### src/hdl/avcc_pkg.sv
// shared types and constants for the avcc parameter set extractor
// no dependencies; imported by all hdl modules

package avcc_pkg;

    // parser phases
    typedef enum logic [2:0] {
        PH_SKIP    = 3'd0,
        PH_COUNT   = 3'd1,
        PH_SIZE_HI = 3'd2,
        PH_SIZE_LO = 3'd3,
        PH_PAYLOAD = 3'd4,
        PH_IDLE    = 3'd5
    } avcc_phase_t;

    // one classified item handed from the parser to the emitter
    typedef struct packed {
        logic       sc;    // expands to the four start code bytes
        logic       kind;  // 0 sps, 1 pps
        logic [7:0] data;  // payload byte when sc is low
    } avcc_item_t;

    localparam logic [7:0] HEADER_SKIP_RESET = 8'd13;
    localparam logic [7:0] SC_ZERO_BYTE      = 8'h00;
    localparam logic [7:0] SC_FINAL_BYTE     = 8'h01;
    localparam logic [1:0] SC_LAST_IDX       = 2'd3;
    localparam int unsigned QUEUE_DEPTH      = 2;

endpackage

### src/hdl/avcc_parser.sv
// front end: walks the configuration box byte by byte and classifies bytes
// depends on avcc_pkg; pushes start code and payload items into the queue

module avcc_parser
    import avcc_pkg::*;
(
    input  logic       clk,
    input  logic       rst_n,
    input  logic [7:0] header_skip,
    input  logic       in_accept,
    input  logic [7:0] in_byte,
    input  logic       in_end,
    output logic       push,
    output avcc_item_t push_item
);

    avcc_phase_t phase_reg, phase_next;
    logic [7:0]  skip_count_reg, skip_count_next;
    logic [4:0]  units_left_reg, units_left_next;
    logic [7:0]  size_high_reg, size_high_next;
    logic [15:0] payload_left_reg, payload_left_next;
    logic        in_pps_reg, in_pps_next;

    // state registers
    always_ff @(posedge clk or negedge rst_n)
    begin
        if (!rst_n)
        begin
            phase_reg        <= PH_SKIP;
            skip_count_reg   <= '0;
            units_left_reg   <= '0;
            size_high_reg    <= '0;
            payload_left_reg <= '0;
            in_pps_reg       <= 1'b0;
        end
        else if (in_accept)
        begin
            phase_reg        <= phase_next;
            skip_count_reg   <= skip_count_next;
            units_left_reg   <= units_left_next;
            size_high_reg    <= size_high_next;
            payload_left_reg <= payload_left_next;
            in_pps_reg       <= in_pps_next;
        end
    end

    // next state and classification of the current byte
    always_comb
    begin
        logic [15:0] size;
        logic [15:0] pl_dec;
        logic [4:0]  un;
        phase_next        = phase_reg;
        skip_count_next   = skip_count_reg;
        units_left_next   = units_left_reg;
        size_high_next    = size_high_reg;
        payload_left_next = payload_left_reg;
        in_pps_next       = in_pps_reg;
        push              = 1'b0;
        push_item.sc      = 1'b0;
        push_item.kind    = in_pps_reg;
        push_item.data    = in_byte;
        size              = {size_high_reg, in_byte};
        pl_dec            = payload_left_reg - 16'd1;
        un                = units_left_reg - 5'd1;

        unique case (phase_reg)
            PH_SKIP, PH_COUNT:
            begin
                if (phase_reg == PH_SKIP && skip_count_reg != header_skip)
                begin
                    skip_count_next = skip_count_reg + 8'd1;
                end
                else
                begin
                    // count byte: low five bits
                    units_left_next = in_byte[4:0];
                    if (in_byte[4:0] != 5'd0)
                        phase_next = PH_SIZE_HI;
                    else if (!in_pps_reg)
                    begin
                        in_pps_next = 1'b1;
                        phase_next  = PH_COUNT;
                    end
                    else
                        phase_next = PH_IDLE;
                end
            end
            PH_SIZE_HI:
            begin
                size_high_next = in_byte;
                phase_next     = PH_SIZE_LO;
            end
            PH_SIZE_LO:
            begin
                push            = in_accept;
                push_item.sc    = 1'b1;
                units_left_next = un;
                if (size != 16'd0)
                begin
                    payload_left_next = size;
                    phase_next        = PH_PAYLOAD;
                end
                else if (un != 5'd0)
                    phase_next = PH_SIZE_HI;
                else if (!in_pps_reg)
                begin
                    in_pps_next = 1'b1;
                    phase_next  = PH_COUNT;
                end
                else
                    phase_next = PH_IDLE;
            end
            PH_PAYLOAD:
            begin
                push              = in_accept;
                payload_left_next = pl_dec;
                if (pl_dec == 16'd0)
                begin
                    if (units_left_reg != 5'd0)
                        phase_next = PH_SIZE_HI;
                    else if (!in_pps_reg)
                    begin
                        in_pps_next = 1'b1;
                        phase_next  = PH_COUNT;
                    end
                    else
                        phase_next = PH_IDLE;
                end
            end
            default:
            begin
                phase_next = phase_reg;
            end
        endcase

        // box end rearms the parser
        if (in_end)
        begin
            phase_next        = PH_SKIP;
            skip_count_next   = '0;
            units_left_next   = '0;
            size_high_next    = '0;
            payload_left_next = '0;
            in_pps_next       = 1'b0;
        end
    end

endmodule

### src/hdl/avcc_queue.sv
// short queue between parser and emitter
// depends on avcc_pkg for the item type and depth

module avcc_queue
    import avcc_pkg::*;
(
    input  logic       clk,
    input  logic       rst_n,
    input  logic       push,
    input  avcc_item_t push_item,
    output logic       full,
    input  logic       pop,
    output logic       head_valid,
    output avcc_item_t head_item
);

    localparam int unsigned PTR_W = (QUEUE_DEPTH > 1) ? $clog2(QUEUE_DEPTH) : 1;
    localparam int unsigned CNT_W = $clog2(QUEUE_DEPTH + 1);
    localparam logic [CNT_W-1:0] DEPTH_CNT = CNT_W'(QUEUE_DEPTH);
    localparam logic [CNT_W-1:0] CNT_ONE   = CNT_W'(1);
    localparam logic [PTR_W-1:0] LAST_PTR  = PTR_W'(QUEUE_DEPTH - 1);

    avcc_item_t       mem [QUEUE_DEPTH];
    logic [PTR_W-1:0] wr_ptr_reg, rd_ptr_reg;
    logic [CNT_W-1:0] count_reg;
    logic             do_push, do_pop;

    assign full       = (count_reg == DEPTH_CNT);
    assign head_valid = (count_reg != '0);
    assign head_item  = mem[rd_ptr_reg];
    assign do_push    = push && !full;
    assign do_pop     = pop && head_valid;

    // storage
    always_ff @(posedge clk)
    begin
        if (do_push)
            mem[wr_ptr_reg] <= push_item;
    end

    // pointers and fill count
    always_ff @(posedge clk or negedge rst_n)
    begin
        if (!rst_n)
        begin
            wr_ptr_reg <= '0;
            rd_ptr_reg <= '0;
            count_reg  <= '0;
        end
        else
        begin
            if (do_push)
                wr_ptr_reg <= (wr_ptr_reg == LAST_PTR) ? '0 : wr_ptr_reg + 1'b1;
            if (do_pop)
                rd_ptr_reg <= (rd_ptr_reg == LAST_PTR) ? '0 : rd_ptr_reg + 1'b1;
            if (do_push && !do_pop)
                count_reg <= count_reg + CNT_ONE;
            else if (do_pop && !do_push)
                count_reg <= count_reg - CNT_ONE;
        end
    end

endmodule

### src/hdl/avcc_emitter.sv
// back end: expands queue items into output bytes behind an output register
// depends on avcc_pkg

module avcc_emitter
    import avcc_pkg::*;
(
    input  logic       clk,
    input  logic       rst_n,
    input  logic       head_valid,
    input  avcc_item_t head_item,
    output logic       pop,
    output logic       m_tvalid,
    input  logic       m_tready,
    output logic [7:0] m_tdata,
    output logic [1:0] m_tuser,
    output logic       m_tlast
);

    logic [1:0] idx_reg;
    logic       valid_reg;
    logic [7:0] data_reg;
    logic [1:0] user_reg;
    logic       last_reg;
    logic       load;
    logic       sc_done;

    assign load    = head_valid && (!valid_reg || m_tready);
    assign sc_done = (idx_reg == SC_LAST_IDX);
    assign pop     = load && (!head_item.sc || sc_done);

    assign m_tvalid = valid_reg;
    assign m_tdata  = data_reg;
    assign m_tuser  = user_reg;
    assign m_tlast  = last_reg;

    // control: output valid and start code byte index
    always_ff @(posedge clk or negedge rst_n)
    begin
        if (!rst_n)
        begin
            valid_reg <= 1'b0;
            idx_reg   <= '0;
        end
        else
        begin
            if (load)
                valid_reg <= 1'b1;
            else if (m_tready)
                valid_reg <= 1'b0;
            if (load && head_item.sc)
                idx_reg <= idx_reg + 2'd1;
        end
    end

    // output payload
    always_ff @(posedge clk)
    begin
        if (load)
        begin
            if (head_item.sc)
                data_reg <= sc_done ? SC_FINAL_BYTE : SC_ZERO_BYTE;
            else
                data_reg <= head_item.data;
            user_reg <= {head_item.kind, head_item.sc};
            last_reg <= !head_item.sc || sc_done;
        end
    end

endmodule

### src/hdl/avcc_param_set_extract_top.sv
// top level of the avcc parameter set extractor
// depends on avcc_pkg, avcc_parser, avcc_queue, avcc_emitter
//
// usage:
//   s_* channel takes the configuration box one byte per transaction,
//   s_tlast marks the final byte of the box and rearms the parser.
//   m_* channel gives annex b bytes: each parameter set is preceded by
//   00 00 00 01 (m_tuser[0] high), m_tuser[1] tells sps (0) from pps (1),
//   m_tlast marks the last output byte caused by one input byte.
//   cfg_* writes header_skip (bytes before the sps count byte); always ready,
//   write it only while the block is idle.
// timing:
//   first output byte is offered on m_* once its item has passed the queue and the output register.
//   payload bytes pass at one per cycle while m_tready is high; the size-low
//   byte expands into four start code bytes that occupy the output register
//   in turn; the two-entry queue takes one more byte meanwhile, then s_tready
//   stays low until the last start code byte is loaded.
// reset: header_skip returns to 13, parser rearms, queue and output empty.
// stall: when m_tready is low the output holds, the queue fills and s_tready
//   drops once it is full; no byte is lost.

module avcc_param_set_extract_top
    import avcc_pkg::*;
(
    input  logic       clk,
    input  logic       rst_n,
    input  logic       s_tvalid,
    output logic       s_tready,
    input  logic [7:0] s_tdata,   // [7:0] data_byte
    input  logic       s_tlast,   // box_end
    output logic       m_tvalid,
    input  logic       m_tready,
    output logic [7:0] m_tdata,   // [7:0] out_byte
    output logic [1:0] m_tuser,   // [0] is_start_code, [1] unit_kind
    output logic       m_tlast,   // run_last
    input  logic       cfg_valid,
    output logic       cfg_ready,
    input  logic [7:0] cfg_data   // [7:0] header_skip
);

    logic [7:0] header_skip_reg;
    logic       in_accept;
    logic       push;
    avcc_item_t push_item;
    logic       full;
    logic       pop;
    logic       head_valid;
    avcc_item_t head_item;

    assign cfg_ready = 1'b1;
    assign s_tready  = !full;
    assign in_accept = s_tvalid && s_tready;

    // configuration register
    always_ff @(posedge clk or negedge rst_n)
    begin
        if (!rst_n)
            header_skip_reg <= HEADER_SKIP_RESET;
        else if (cfg_valid && cfg_ready)
            header_skip_reg <= cfg_data;
    end

    avcc_parser u_parser (
        .clk         (clk),
        .rst_n       (rst_n),
        .header_skip (header_skip_reg),
        .in_accept   (in_accept),
        .in_byte     (s_tdata),
        .in_end      (s_tlast),
        .push        (push),
        .push_item   (push_item)
    );

    avcc_queue u_queue (
        .clk        (clk),
        .rst_n      (rst_n),
        .push       (push),
        .push_item  (push_item),
        .full       (full),
        .pop        (pop),
        .head_valid (head_valid),
        .head_item  (head_item)
    );

    avcc_emitter u_emitter (
        .clk        (clk),
        .rst_n      (rst_n),
        .head_valid (head_valid),
        .head_item  (head_item),
        .pop        (pop),
        .m_tvalid   (m_tvalid),
        .m_tready   (m_tready),
        .m_tdata    (m_tdata),
        .m_tuser    (m_tuser),
        .m_tlast    (m_tlast)
    );

endmodule

### config.mk
export PLATFORM = sky130hd
export DESIGN_NAME = avcc_param_set_extract_top
export DESIGN_NICKNAME = d
export VERILOG_FILES = /design/src/hdl/avcc_pkg.sv /design/src/hdl/avcc_parser.sv /design/src/hdl/avcc_queue.sv /design/src/hdl/avcc_emitter.sv /design/src/hdl/avcc_param_set_extract_top.sv
export SDC_FILE = /design/constraint.sdc
export NUM_CORES = 1
export LEC_CHECK = 0
export BUFFER_PORTS_ARGS = -buffer_cell sky130_fd_sc_hd__buf_4
export CAP_MARGIN = 20
export CELL_PAD_IN_SITES_DETAIL_PLACEMENT = 0
export CELL_PAD_IN_SITES_GLOBAL_PLACEMENT = 2
export CORE_UTILIZATION = 28
export CTS_CLUSTER_SIZE = 30
export DETAILED_ROUTE_END_ITERATION = 12
export PLACE_DENSITY = 0.63
export RECOVER_POWER = 50
export SLEW_MARGIN = 20
export SYNTH_ARGS = -nofsm -noshare
export SYNTH_HDL_FRONTEND = slang
export SYNTH_HIERARCHICAL = 1
export SYNTH_SLANG_ARGS = --single-unit
### constraint.sdc
create_clock -name clk -period 3 [get_ports clk]
set_input_delay 0.6 -clock clk [delete_from_list [all_inputs] [get_ports clk]]
set_output_delay 0.6 -clock clk [all_outputs]
set_load 0.01 [all_outputs]
==> metrics.md, run 1 <==
| Metric | Value |
|---|---|
| Setup TNS | 0 ns |
| Port-buffer cells | 34 |
| Required time of the critical path | 3.28 ns |
| Sink Count | 87 |
| Cts repair resizes | 0 |
| Vias in the first global route | 3454 |
| Failing checks | capacitance limit, slew limit |
| Register area share after synthesis | 0.490 |
| Worst Slack Setup Final | 0.572 ns |
| CTS Hold Bufs | 0 |
| Total wire length | 11800 um |
| Pin count of the biggest net entering global routing | 57 |
| Top-area cell type share of the netlist area | 0.278 |
| Critical Path AT | 2.70 ns |
| Leakage | 0.00220 uW |
| Die H | 132 um |
| WL per Instance | 16.9 um |
| Relative slew slack | -0.0177 |
| Crit Path Max Fanout | 6 |
| Cells after DPL | 680 |
| Worst skew pair latency | 0.35 ns |
| CTS Buf Count | 9 |
| Max Cap Viol | 1 |
| Yosys cell types | 72 |
| R2r setup slk | 0.57 ns |
| GRT busiest layer | met2 |
| FP Rows | 47 |
| Post-DRT Antenna Nets | 0 |
| Syn Area/Cell | 10.7 um2 |
| Max reg flops | 20 |
| Synthesis warning total | 6 |
| DPL Wire Length | 8080 um |
| CTS Buffer Depth | 2 |
| Nets | 500 |
| Final period utilization | 0.809 |
| Cell Chain, Critical Path | inv_1 > ha_1 > or3b_4 > o32ai_2 > a32o_1 > nand4_1 > a2111o_1 > o21ai_1 |
| DR pass1 iterations | 5 |
| Worst hold path class | in -> reg |
| Area of the core | 16600 um2 |
| Worst vdd ir | 336 uV |
| Final setup viols | 0 |
| Hold Fails Final Rpt | 0 |
| CP peak stage delay | 0.44 ns |
| Number of synthesized flops with an enable pin | 31 |
| Antenna violations before repair | 0 |
| Area Overhead vs Synth | 14.2% |
| Number of diodes | 0 |
| Drt via density | 4.97 |
| Async set-reset flop share out of synthesis | 0.644 |
| CTS H-tree depth | 3 |
| # IOs | 36 |
| GRT met3 Usage | 0.0310 |
| GRT overflow | 0 |
| Drt first-iter violations | 279 |
| Post-synth top area cell | dfrtp_1 |
| Post-CTS setup buffers | 0 |
| F_max | 412 MHz |
| # DRC | 0 |
| Clock root cell | clkbuf_16 |
| Commonest cells in the netlist | dfrtp_1, nor2_1, edfxtp_1 |
| GPL Wtd Cong | 0.811 |
| Post-route insts no fill | 696 |
| Number of slew-limit violations in the final report | 57 |
| CTS tree | yes |
| Top_reg_cell synth | dfrtp_1 |
| Overall Global Routing Usage | 0.141 |
| Final min period | 2.43 ns |
| Post-synthesis net count | 473 |
| Clock Skew | 0.0106 ns |
| WS Path Type | reg -> reg |
| GRT met2 Usage | 0.224 |
| First-pass GRT wire length | 19000 um |
| Critical path endpoint category | flip-flop |
| Slew @ Worst Pin | 1.53 ns |
| Pwr Total | 5980 uW |
| Startpoint types | flip-flop |
| Share of layout cells above drive strength 1 | 0.183 |
| Worst path slowest cell | or3b_4 |
| Initial Utilization | 0.287 |
| Die X-Extent | 132 um |
| Synth area leaders | dfrtp_1, edfxtp_1, mux2_4, nor2_1, o21ai_0 |
| Met1 GRT Util | 0.189 |
| Pwr/cell area | 1100 nW/um2 |
| Die ar. | 17500 um2 |
| RSZ-0062 raised after global routing | no |
| Synth Register Bits | 87 |
| Routed vias | 3462 |
| Cell area after synthesis | 4770 um2 |
| Mapped Cells | 444 |
| Clk slew on worst S/H paths | 0.07 ns |
| Top-count cell post-synth | dfrtp_1 |
| WHS | 0.463 ns |
| Outcome | complete, but fails checks |
| DP Worst Slack | 0.434 ns |
==> report_power, final <==
| group | switching [uW] | internal, uW |
|---|---|---|
| registers | 349 | 1640 |
| logic | 1580 | 1160 |
| clock network | 507 | 747 |
==> cells by family after synthesis <==
| family | after synthesis | share of synthesized area |
|---|---|---|
| multiplexers | 22 | 0.0656 |
| adder cells (fa/ha/maj) | 7 | 0.0184 |
| buffers and inverters | 46 | 0.0530 |
| other | 1 | 0.000787 |
| AND/OR/NAND/NOR | 147 | 0.179 |
| flip-flops | 87 | 0.490 |
| AO/OA/AOI/OAI | 112 | 0.153 |
| XOR/XNOR | 22 | 0.0404 |
==> layout make-up <==
type / instances / area [um2]
inverter: 16 / 60.1
clock buffer: 10 / 229
fill: 1743 / 11100
sequential: 87 / 2340
clock inverter: 6 / 100
timing repair buffer: 46 / 305
multi-input combinational: 311 / 2140
tap: 220 / 275
==> cells in the final DEF (no fill, tap or decap), types with 10 or more instances in the layout <==
cell,count
mux2_4,10
xor2_1,13
o21ai_1,15
nand2_1,12
inv_1,15
o21ai_0,28
buf_4,35
clkbuf_1,11
nor3_1,13
nor2_1,51
edfxtp_1,31
a21oi_1,26
dfrtp_1,53
==> per-layer routing <==
| layer | up-vias | part of all wire |
|---|---|---|
| met4 | 0 | 0.015 |
| li1 | 1662 | - |
| met2 | 74 | 0.46 |
| met5 | - | 0 |
| met1 | 1712 | 0.48 |
| met3 | 14 | 0.043 |
==> path summary, 6_finish.rpt <==
| check | from | to | depth (start not counted) |
|---|---|---|---|
| setup / recovery | u_parser/payload_left_reg[1] | u_parser/in_pps_reg | 8 |
| hold / removal | cfg_data[4] | header_skip_reg[4] | 2 |
| setup reg to reg | u_parser/payload_left_reg[1] | u_parser/in_pps_reg | 8 |
| hold reg to reg | u_emitter/idx_reg[0] | u_emitter/idx_reg[0] | 1 |
| max in group asynchronous | rst_n | u_emitter/idx_reg[0] | 1 |
| min in group asynchronous | rst_n | u_parser/skip_count_reg[2] | 1 |
==> through the flow <==
step	cell area, um2	util
after CTS	5520	0.333
final	5440	0.328
after global routing	5440	0.328
after floorplan	4770	-
after global placement	5190	0.313
after detailed placement	5190	0.313
==> worst max-delay path: cells and delay by family (launching register included) <==
family / cells / cell delay, ns
buffers and inverters: 1 / 0.08
AOI/OAI and AO/OA: 4 / 1.04
DFF: 1 / 0.38
adders and majority gates: 1 / 0.26
and+or+nand+nor: 2 / 0.60
(Power assumes the default switching activity.)
==> run 2, diff against run 1 <==
==> constraint.sdc (replaced) <==
create_clock -name clk -period 2.51 [get_ports clk]
set_input_delay 0.502 -clock clk [delete_from_list [all_inputs] [get_ports clk]]
set_output_delay 0.502 -clock clk [all_outputs]
set_load 0.01 [all_outputs]
==> run 2 against run 1 <==
  * The run still ends with capacitance limit, slew limit left
  * Total power up 21%
  * Sequential power rose by 18%
  * First-iteration DRC count shrank 24%
  * Clock-buffer cell count down 1
  * Non-clock buffer count rose by 17
  * Critical path depth is the same
  * Global-route usage grew 0.24 points
  * Wire length increased by 1.5%
  * Clock power rose by 6%
  * Sequential cell count unchanged
  * Cell count up 2.4%
  * Largest cell class unchanged
==> metrics.md, run 2 (same netlist as run 1, synthesis figures left out) <==
| Metric | Value |
|---|---|
| Number of diodes | 0 (unchanged) |
| Critical path endpoint category | flip-flop |
| Clock power share | 0.183 (-0.027) |
| Port-buffer cells | 34 (unchanged) |
| Startpoint types | flip-flop |
| Die ar. | 17500 um2 (unchanged) |
| Share of layout cells above drive strength 1 | 0.213 (+0.0302) |
| Clock Skew | 0.00972 ns (-0.000924 ns) |
| Die X-Extent | 132 um (unchanged) |
| RSZ-0062 raised after global routing | no |
| Seq pwr share | 0.322 (-0.011) |
| Setup TNS | 0 ns (unchanged) |
| Number of fill cells in the layout | 1699 (-2.5%) |
| # DRC | 0 (unchanged) |
| WL per Instance | 16.8 um (-0.92%) |
| Initial Utilization | 0.287 (unchanged) |
| Final period utilization | 0.904 (+0.0949) |
| Vias in the first global route | 3577 (+3.6%) |
| Number of slew-limit violations in the final report | 57 (unchanged) |
| GPL Wtd Cong | 0.809 (-0.15%) |
| CTS tree | yes |
| Relative slew slack | -0.0397 (-0.0220) |
| GRT overflow | 0 (unchanged) |
| Top delay family on crit path | compound AO/OA/AOI/OAI gates |
| Worst hold path class | in -> reg |
| CTS Buf Count | 9 (unchanged) |
| Sw power | 2990 uW (+23%) |
| DP Worst Slack | 0.203 ns (-0.232 ns) |
| Cell Chain, Critical Path | inv_1 > ha_1 > or3b_4 > o32ai_2 > a32o_1 > nand4_1 > o21ai_1 > o221ai_1 |
| Drt first-iter violations | 213 (-24%) |
| F_max | 441 MHz (+7.0%) |
| Nets | 517 (+3.4%) |
| CP bufs+invs | 1 (unchanged) |
| Most frequent cells in the layout | dfrtp_1, buf_4, nor2_1 |
| First-pass GRT wire length | 19400 um (+2.1%) |
| Switching share of power | 0.412 (+0.00501) |
| Commonest non-fill, non-tap cell in the layout | dfrtp_1 |
| # IOs | 36 (unchanged) |
| Final core occ | 0.336 (+0.00732) |
| Hold Fails Final Rpt | 0 (unchanged) |
| Sink Count | 87 (unchanged) |
| Worst vdd ir | 421 uV (+25%) |
| Slew @ Worst Pin | 1.56 ns (+0.0329 ns) |
| Leakage | 0.00228 uW (+3.8%) |
| Total wire length | 12000 um (+1.5%) |
| Post-CTS setup buffers | 0 (unchanged) |
| Area Overhead vs Synth | 16.8% |
| Overall Global Routing Usage | 0.144 (+0.00243) |
| Max Cap Viol | 1 (unchanged) |
| DPL Wire Length | 8320 um (+3.0%) |
| CTS Buffer Depth | 2 (unchanged) |
| Cts repair resizes | 0 (unchanged) |
| Max reg flops | 20 (unchanged) |
| Routed vias | 3496 (+0.98%) |
| Finished Cell Area | 5570 um2 (+2.2%) |
| Clock root cell | clkbuf_16 |
| Worst skew pair latency | 0.35 ns (about the same) |
| DR pass1 iterations | 4 (-1) |
| Clk slew on worst S/H paths | 0.07 ns (about the same) |
| Outcome | complete, but fails checks |
| Final min period | 2.27 ns (-0.158 ns) |
| Worst path slowest cell | or3b_4 |
| Combinational Power Share | 0.496 (+0.038) |
| Area post-placement | 5350 um2 (+2.9%) |
| WS Path Type | reg -> reg |
| Post-DRT Antenna Nets | 0 (unchanged) |
| Failing checks | capacitance limit, slew limit |
| Worst Slack Setup Final | 0.240 ns (-0.332 ns) |
| Drt via density | 4.90 (-1.4%) |
| Pin count of the biggest net entering global routing | 57 (unchanged) |
| Internal power | 4270 uW (+20%) |
| Critical Path AT | 2.47 ns (-0.23 ns) |
| Area of the core | 16600 um2 (unchanged) |
| Crit Path Max Fanout | 4 (-2) |
| Final setup viols | 0 (unchanged) |
| Die H | 132 um (unchanged) |
| CP peak stage delay | 0.40 ns (-0.04 ns) |
| Antenna violations before repair | 0 (unchanged) |
| Pwr/cell area | 1300 nW/um2 (+19%) |
| Required time of the critical path | 2.71 ns (-0.57 ns) |
| CTS H-tree depth | 3 (unchanged) |
| CTS Hold Bufs | 0 (unchanged) |
| FP Rows | 47 (unchanged) |
## run 2: worst paths after layout
path | start | end | slack (ns) | cells past startpoint
setup / recovery | u_parser/payload_left_reg[1] | u_parser/phase_reg[2] | 0.24 | 8
setup reg to reg | u_parser/payload_left_reg[1] | u_parser/phase_reg[2] | 0.24 | 8
min in group asynchronous | rst_n | u_parser/skip_count_reg[6] | 0.55 | 1
max in group asynchronous | rst_n | u_parser/size_high_reg[3] | 1.04 | 1
hold / removal | cfg_data[4] | header_skip_reg[4] | 0.37 | 2
hold reg to reg | u_emitter/idx_reg[0] | u_emitter/idx_reg[0] | 0.48 | 1
## run 2: layout make-up
cell class,instances,area [um2],area share
timing repair buffer,63,462,0.0830
multi-input combinational,311,2150,0.386
inverter,16,60.1,0.0108
clock buffer,9,225,0.0405
clock inverter,7,61.3,0.0110
sequential,87,2340,0.420
tap,220,275,0.0495
## run 2: per-layer routing
metal / up-vias / global-route usage / share of wire
met5: - / 0 / 0
met4: 0 / 0.0485 / 0.016
met3: 13 / 0.0218 / 0.024
met2: 61 / 0.247 / 0.49
met1: 1718 / 0.184 / 0.47
li1: 1704 / - / -
## run 2: power groups by stage
stage	combinational, uW	clock [uW]	sequential (uW)
floorplan	2500	0	2320
global placement	3680	0	2360
detailed placement	3660	0	2370
CTS	3680	1370	2340
global route	4010	1430	2400
finish	3600	1330	2340
## run 2: per-stage QoR
step           hold slack, ns  power (uW)  instances
2_1_floorplan           0.206        4820        444
3_3_place_gp            0.462        6030        697
3_5_place_dp            0.476        6030        697
4_1_cts                 0.283        7390        713
5_1_grt                 0.361        7830        713
6_report                0.368        7260        713
